==> config.mk <==
export PLATFORM = sky130hd
export DESIGN_NAME = rsi_sqrt
export DESIGN_NICKNAME = d
export VERILOG_FILES = /design/src/design/ray_sphere_intersect_macros.svh /design/src/design/rsi_pkg.sv /design/src/design/rsi_sqrt.sv
export SDC_FILE = /design/constraint.sdc
export NUM_CORES = 2
export LEC_CHECK = 0
export CAP_MARGIN = 5
export CORE_MARGIN = 4
export CORE_UTILIZATION = 58
export DETAILED_ROUTE_END_ITERATION = 7
export DONT_BUFFER_PORTS = 1
export MAX_ROUTING_LAYER = met4
export PLACE_DENSITY = 0.76
export SLEW_MARGIN = 20
export SYNTH_ARGS = -nofsm -noshare
export SYNTH_HDL_FRONTEND = slang
export SYNTH_MEMORY_MAX_BITS = 65536
export SYNTH_SLANG_ARGS = --single-unit
==> constraint.sdc <==
create_clock -name clk -period 3.5 [get_ports clk]
set_input_delay 0.525 -clock clk [delete_from_list [all_inputs] [get_ports clk]]
set_output_delay 0.525 -clock clk [all_outputs]
set_load 0.01 [all_outputs]
==> src/design/ray_sphere_intersect_macros.svh <==
// Assertion macros for the ray/sphere intersect block.
// Used by ray_sphere_intersect.sv; no other dependencies.
`ifndef RAY_SPHERE_INTERSECT_MACROS_SVH
`define RAY_SPHERE_INTERSECT_MACROS_SVH
`ifndef SYNTHESIS
`define RSI_ASSERT_IMP(lbl, clk, rst_n, pre, post) \
  lbl: assert property (@(posedge clk) disable iff (!rst_n) (pre) |-> (post)) \
    else $error("rsi check failed");
`define RSI_ASSERT_NXT(lbl, clk, rst_n, pre, post) \
  lbl: assert property (@(posedge clk) disable iff (!rst_n) (pre) |=> (post)) \
    else $error("rsi check failed");
`else
`define RSI_ASSERT_IMP(lbl, clk, rst_n, pre, post)
`define RSI_ASSERT_NXT(lbl, clk, rst_n, pre, post)
`endif
`endif

==> src/design/rsi_pkg.sv <==
// Shared constants and types for the ray/sphere intersect block.
// No dependencies.
`default_nettype none
package rsi_pkg;

  localparam int COORD_W   = 32;
  localparam int RADIUS_W  = 31;
  localparam int COLOR_W   = 16;
  localparam int NORMAL_W  = 16;
  localparam int CFG_IDX_W = 3;

  // square root: 64-bit radicand, one root bit per stage
  localparam int SQRT_IN_W  = 64;
  localparam int SQRT_OUT_W = 32;
  localparam int SQRT_LAT   = SQRT_OUT_W;

  // divider: one quotient bit per stage
  localparam int DIV_NUM_W = 50;
  localparam int DIV_DEN_W = 32;
  localparam int DIV_LAT   = DIV_NUM_W;

  // total register stages from input to the output register
  localparam int PIPE_DEPTH = 5 + SQRT_LAT + 1 + DIV_LAT + 5 + SQRT_LAT + 1 + DIV_LAT;

  typedef enum logic [CFG_IDX_W-1:0] {
    CFG_CENTER_X    = 3'd0,
    CFG_CENTER_Y    = 3'd1,
    CFG_CENTER_Z    = 3'd2,
    CFG_RADIUS      = 3'd3,
    CFG_COLOR_RED   = 3'd4,
    CFG_COLOR_GREEN = 3'd5,
    CFG_COLOR_BLUE  = 3'd6
  } cfg_idx_t;

endpackage
`default_nettype wire

==> src/design/rsi_sqrt.sv <==
// Pipelined integer square root, one root bit per register stage.
// Depends on rsi_pkg.
`default_nettype none
module rsi_sqrt (
  input  wire logic                             clk,
  input  wire logic                             en,
  input  wire logic [rsi_pkg::SQRT_IN_W-1:0]    radicand,
  output logic      [rsi_pkg::SQRT_OUT_W-1:0]   root
);
  localparam int XW  = rsi_pkg::SQRT_IN_W;
  localparam int QW  = rsi_pkg::SQRT_OUT_W;
  localparam int RW  = QW + 2;
  localparam int CW  = QW + 4;
  localparam int LAT = rsi_pkg::SQRT_LAT;

  logic [XW-1:0] x_r    [LAT];
  logic [RW-1:0] rem_r  [LAT];
  logic [QW-1:0] root_r [LAT];

  for (genvar g = 0; g < LAT; g++) begin : g_stage
    logic [XW-1:0] x_src;
    logic [RW-1:0] rem_src;
    logic [QW-1:0] root_src;
    logic [CW-1:0] cur;
    logic [CW-1:0] trial;
    logic [CW-1:0] diff;
    logic [RW-1:0] rem_nxt;
    logic [QW-1:0] root_nxt;

    if (g == 0) begin : g_first
      assign x_src    = radicand;
      assign rem_src  = '0;
      assign root_src = '0;
    end else begin : g_next
      assign x_src    = x_r[g-1];
      assign rem_src  = rem_r[g-1];
      assign root_src = root_r[g-1];
    end

    always_comb begin
      cur   = {rem_src, x_src[XW-1 -: 2]};
      trial = {2'b00, root_src, 2'b01};
      diff  = cur - trial;
      if (cur >= trial) begin
        rem_nxt  = diff[RW-1:0];
        root_nxt = {root_src[QW-2:0], 1'b1};
      end else begin
        rem_nxt  = cur[RW-1:0];
        root_nxt = {root_src[QW-2:0], 1'b0};
      end
    end

    always_ff @(posedge clk) begin
      if (en) begin
        x_r[g]    <= {x_src[XW-3:0], 2'b00};
        rem_r[g]  <= rem_nxt;
        root_r[g] <= root_nxt;
      end
    end
  end

  assign root = root_r[LAT-1];
endmodule
`default_nettype wire

* Yosys cells after proc, flatten, opt, wreduce, memory -nomap -nowiden
Memories as Yosys holds them, arrays and structs flattened. Index checks and enable logic that the tools add are counted.
Word-level totals: memories kept 3, bits in registers 0, input bits 66, bits in writable memories 4096
Memories:
- x_r | words 32, bits a word 62, read ports 31, clocked after Yosys merged registers in 0, wr ports 32, line rsi_sqrt.sv:16 | logic [XW-1:0] x_r [LAT];
- rem_r | words 32, bits a word 34, read ports 31, clocked after Yosys merged registers in 0, wr ports 32, line rsi_sqrt.sv:17 | logic [RW-1:0] rem_r [LAT];
- root_r | words 32, bits a word 32, read ports 32, clocked after Yosys merged registers in 0, wr ports 32, line rsi_sqrt.sv:18 | logic [QW-1:0] root_r [LAT];
Operators by class: multiplexer cells 66, add/subtract/negate cells 32, order comparisons 32
Operators by type and width (number):
- 36-bit by 34-bit >= comparator with 1-bit output | 31
- 34-bit two-way mux | 32
- 34-bit subtractor | 31
- 1-bit two-way mux | 34
- 2-bit by 1-bit subtractor with 3-bit output, second input constant | 1
- 2-bit by 1-bit >= comparator with 1-bit output, second input constant | 1

* Longest topological paths before layout
An unclocked memory read counts as a cell.
depth in word-level cells 3, gate-level depth with buffers 15, depth with buffers taken out 12

* Worst setup path after synthesis
No wires, ideal clock.
kind register to register, start point mem rem_r[1][290] (netlist bit), end point mem rem_r[1][317] (netlist bit) (data pin), library setup time 0.270 ns, path slack -0.020 ns, data arrival time 3.250 ns, path buffers 3, period minus slack after synthesis 3.520 ns, cell stages (with the launch flop) 12, cell sequence edfxtp_1 ha_1 clkbuf_1 nand2_1 or4_1 or4_1 nor4_1 nor2_1 o211ai_1 clkbuf_1 clkbuf_1 a21oi_1
RTL lines (line):
- start: declaration | rsi_sqrt.sv:17

==> impl_metrics.json <==
{
  "drt_iter0_drc": 6073,
  "period_share_pct": 98.92,
  "setup_viol": 0,
  "layout.cells.non_filler": 12385,
  "cp.required_ps": 4150,
  "ctsHoldBuffers": 65,
  "grt_max_degree": 227,
  "die-width_um": 458.7,
  "clkSinkCount": 2523,
  "fp.coreArea_sq_mm": 0.2021,
  "synth_area_sq_mm": 0.1178,
  "grt_pass1_vias": 70670,
  "yosysTopAreaCell": "edfxtp_1",
  "ys_seq_area_share_pct": 64.31,
  "placed_cell_area_sq_mm": 0.1228,
  "vias_per_cell": 5.824,
  "relSlewSlack_pct": 16.68,
  "status": "finished, violations left",
  "hold_end": "x_r[0][40]",
  "maxSlewViolCount": 0,
  "ant_nets": 0,
  "clock_power_share_pct": 31.7,
  "dp_hpwl_um": 168800,
  "yosys_warnings": 0,
  "seq_power_share_pct": 46.9,
  "cts_root_buf": "clkbuf_16",
  "rrSetupSlack_ps": 40,
  "synth_common_cells": "edfxtp_1, inv_1, a21oi_1",
  "die-area_sq_mm": 0.2104,
  "yosysMostFrequentCell": "edfxtp_1",
  "route.detailed.drc": 0,
  "ys.flop_type": "edfxtp_1",
  "critical_path_class": "flip-flop to flip-flop",
  "io_buffers": 0,
  "clock_latency_ps": 910,
  "dp_cells": 11840,
  "worst_pin_slew_ps": 1250,
  "grtUsageTotal_pct": 23.03,
  "hold_viol_final": 51,
  "fin_area_sq_mm": 0.1324,
  "hold_ws_ps": -257.3,
  "fin_nets": 10153,
  "grt_pass1_wl_um": 377100,
  "power_leakage_nw": 50.60,
  "p_comb_share_pct": 21.4,
  "clock_path_buffers": 4,
  "r2r-start": "rem_r[0][114]",
  "syn_area_per_cell_sq_um": 12.94,
  "row_count": 165,
  "cts_tree": "yes",
  "yosysUniqueCellTypes": 90,
  "tns_ps": 0,
  "ir_drop_v": 0.0005942,
  "min_from": "en",
  "cp-start-kind": "flip-flop",
  "io-pin-count": 98,
  "grt_overflow_total": 0,
  "synthesis.nets": 9733,
  "setup_slack_ps": 37.90,
  "switching_power_mw": 24.35,
  "drive_above_1_share_pct": 8.978,
  "synth_seq_cells": 2523,
  "wl_per_cell_um": 19.27,
  "crit_path_end_kind": "flip-flop",
  "grt_setup_unrepaired": "yes",
  "detail_route.first_pass.iterations": 8,
  "arrival_ps": 4110,
  "dieHeight_um": 458.7,
  "clk_pin_slew_ps": 60,
  "critical_path.max_fanout": 4,
  "cts_made_buffers": 278,
  "vias": 72134,
  "antenna_cells": 0,
  "syn_inst": 9105,
  "fin_crit_ps": 3462,
  "r2r.worst_path.cells": 8,
  "yosysTopAreaCellShare_pct": 64.31,
  "p_sw_share_pct": 27.95,
  "r2r-end": "rem_r[0][165]",
  "whs_path_depth": 0,
  "start_util_pct": 58.29,
  "startpoint": "rem_r[0][114]",
  "cts_max_level": 5,
  "cap_violations": 0,
  "powerDensity_mw_per_mm2": 657.8,
  "synth-edff-count": 2523,
  "antenna_found_initial": 2,
  "syn2layout_area_growth_pct": 12.41,
  "hp-class": "input port to flip-flop",
  "timing.fmax_mhz": 288.8,
  "synth_area_leaders": "edfxtp_1, ha_1, xnor2_1",
  "place.gp.congestion": 0.9258,
  "place_ws_ps": -595.6,
  "async_reset_ff_share_pct": 0,
  "wl_um": 238600,
  "internal_power_mw": 62.76,
  "violations": "hold timing",
  "skew_ps": 52.22
}
routing by layer:
layer	share of wire (%)	GRT usage, %
met5	0	-
met4	3.9	8.646
met3	4.5	2.868
met2	50	38.40
met1	42	29.13
cells by family (layout without fill, tap and decap cells):
| family | Yosys count | count (layout) | synth area share (%) |
|---|---|---|---|
| other | 1 | 1 | 0.003183 |
| adder cells (fa/ha/maj) | 562 | 562 | 5.968 |
| buffers and inverters | 858 | 1465 | 2.745 |
| AO/OA/AOI/OAI | 1850 | 1850 | 9.757 |
| AND/OR/NAND/NOR | 2362 | 2363 | 9.958 |
| multiplexers | 100 | 100 | 0.9431 |
| XOR/XNOR | 849 | 849 | 6.318 |
| flip-flops | 2523 | 2523 | 64.31 |
registers in the layout, summed over array words and instances, names as in the netlist:
register  count
rem_r      1003
x_r         992
root_r      528
timing repair:
| item | CTS | global route |
|---|---|---|
| cloned | 1 | 1 |
| gates resized for setup | 6 | 64 |
| pin swaps | 3 | 4 |
| endpoints found under the setup margin | 47 | 392 |
| buffers inserted | 1 | 6 |
| endpoints found under the hold margin | 213 | 148 |
stage by stage:
stage | util (%) | power [mW]
2_1_floorplan | - | 53.40
3_3_place_gp | 60.71 | 59.05
3_5_place_dp | 60.74 | 59.57
4_1_cts | 65.32 | 87.64
5_1_grt | 65.52 | 91.42
6_report | 65.52 | 87.11
area by class of cell:
| type | count | area, sq um |
|---|---|---|
| Tap cell | 2672 | 3343 |
| Sequential cell | 2523 | 75760 |
| Clock buffer | 332 | 7308 |
| Inverter | 676 | 2537 |
| Multi-Input combinational cell | 5725 | 39220 |
| Timing Repair Buffer | 321 | 2998 |
| Fill cell | 14332 | 69680 |
| Clock inverter | 136 | 1259 |
how the worst max path moves through the flow:
stage | endpoint | depth (start not counted)
3_5_place_dp | x_r[0][529] | 4
6_report | rem_r[0][165] | 8
2_1_floorplan | rem_r[1][460] | 11
3_3_place_gp | x_r[0][529] | 4
4_1_cts | rem_r[0][431] | 9
5_1_grt | rem_r[0][165] | 8
power by group through the flow:
stage / combinational (mW) / clock [mW] / sequential, mW
global route: 20.6 / 29.6 / 41.2
detailed placement: 18.2 / 0 / 41.4
CTS: 18.4 / 28.4 / 40.8
global placement: 17.7 / 0 / 41.4
floorplan: 13.1 / 0 / 40.2
finish: 18.6 / 27.6 / 40.8
cell usage in the layout, fill, tap and decap left out, drive strengths merged, types with 72 or more instances in the layout:
cell type  synthesis  routed
nand3            166     166
a21oi            602     602
nor3             228     228
o21ai            456     456
clkbuf           152     333
or3               83      83
nor4             114     114
nand2b           105     105
ha               562     562
a21o             215     215
clkinv             3     102
buf               30     255
o21a             109     109
xor2             416     416
nor2b             72      72
nand2            597     597
mux2              88      88
inv              673     679
xnor2            433     433
nor2             580     581
nand4            101     101
edfxtp          2523    2523
worst max-delay path: stages, from the launching register on:
cell and delay, ps:
edfxtp_1 380, or4_4 540, or3_4 340, or4_4 430, or3_4 340, or4_4 440
buf_4 150, or3_2 450, xnor2_1 130
No activity file was read; power rests on OpenSTA's default activity.
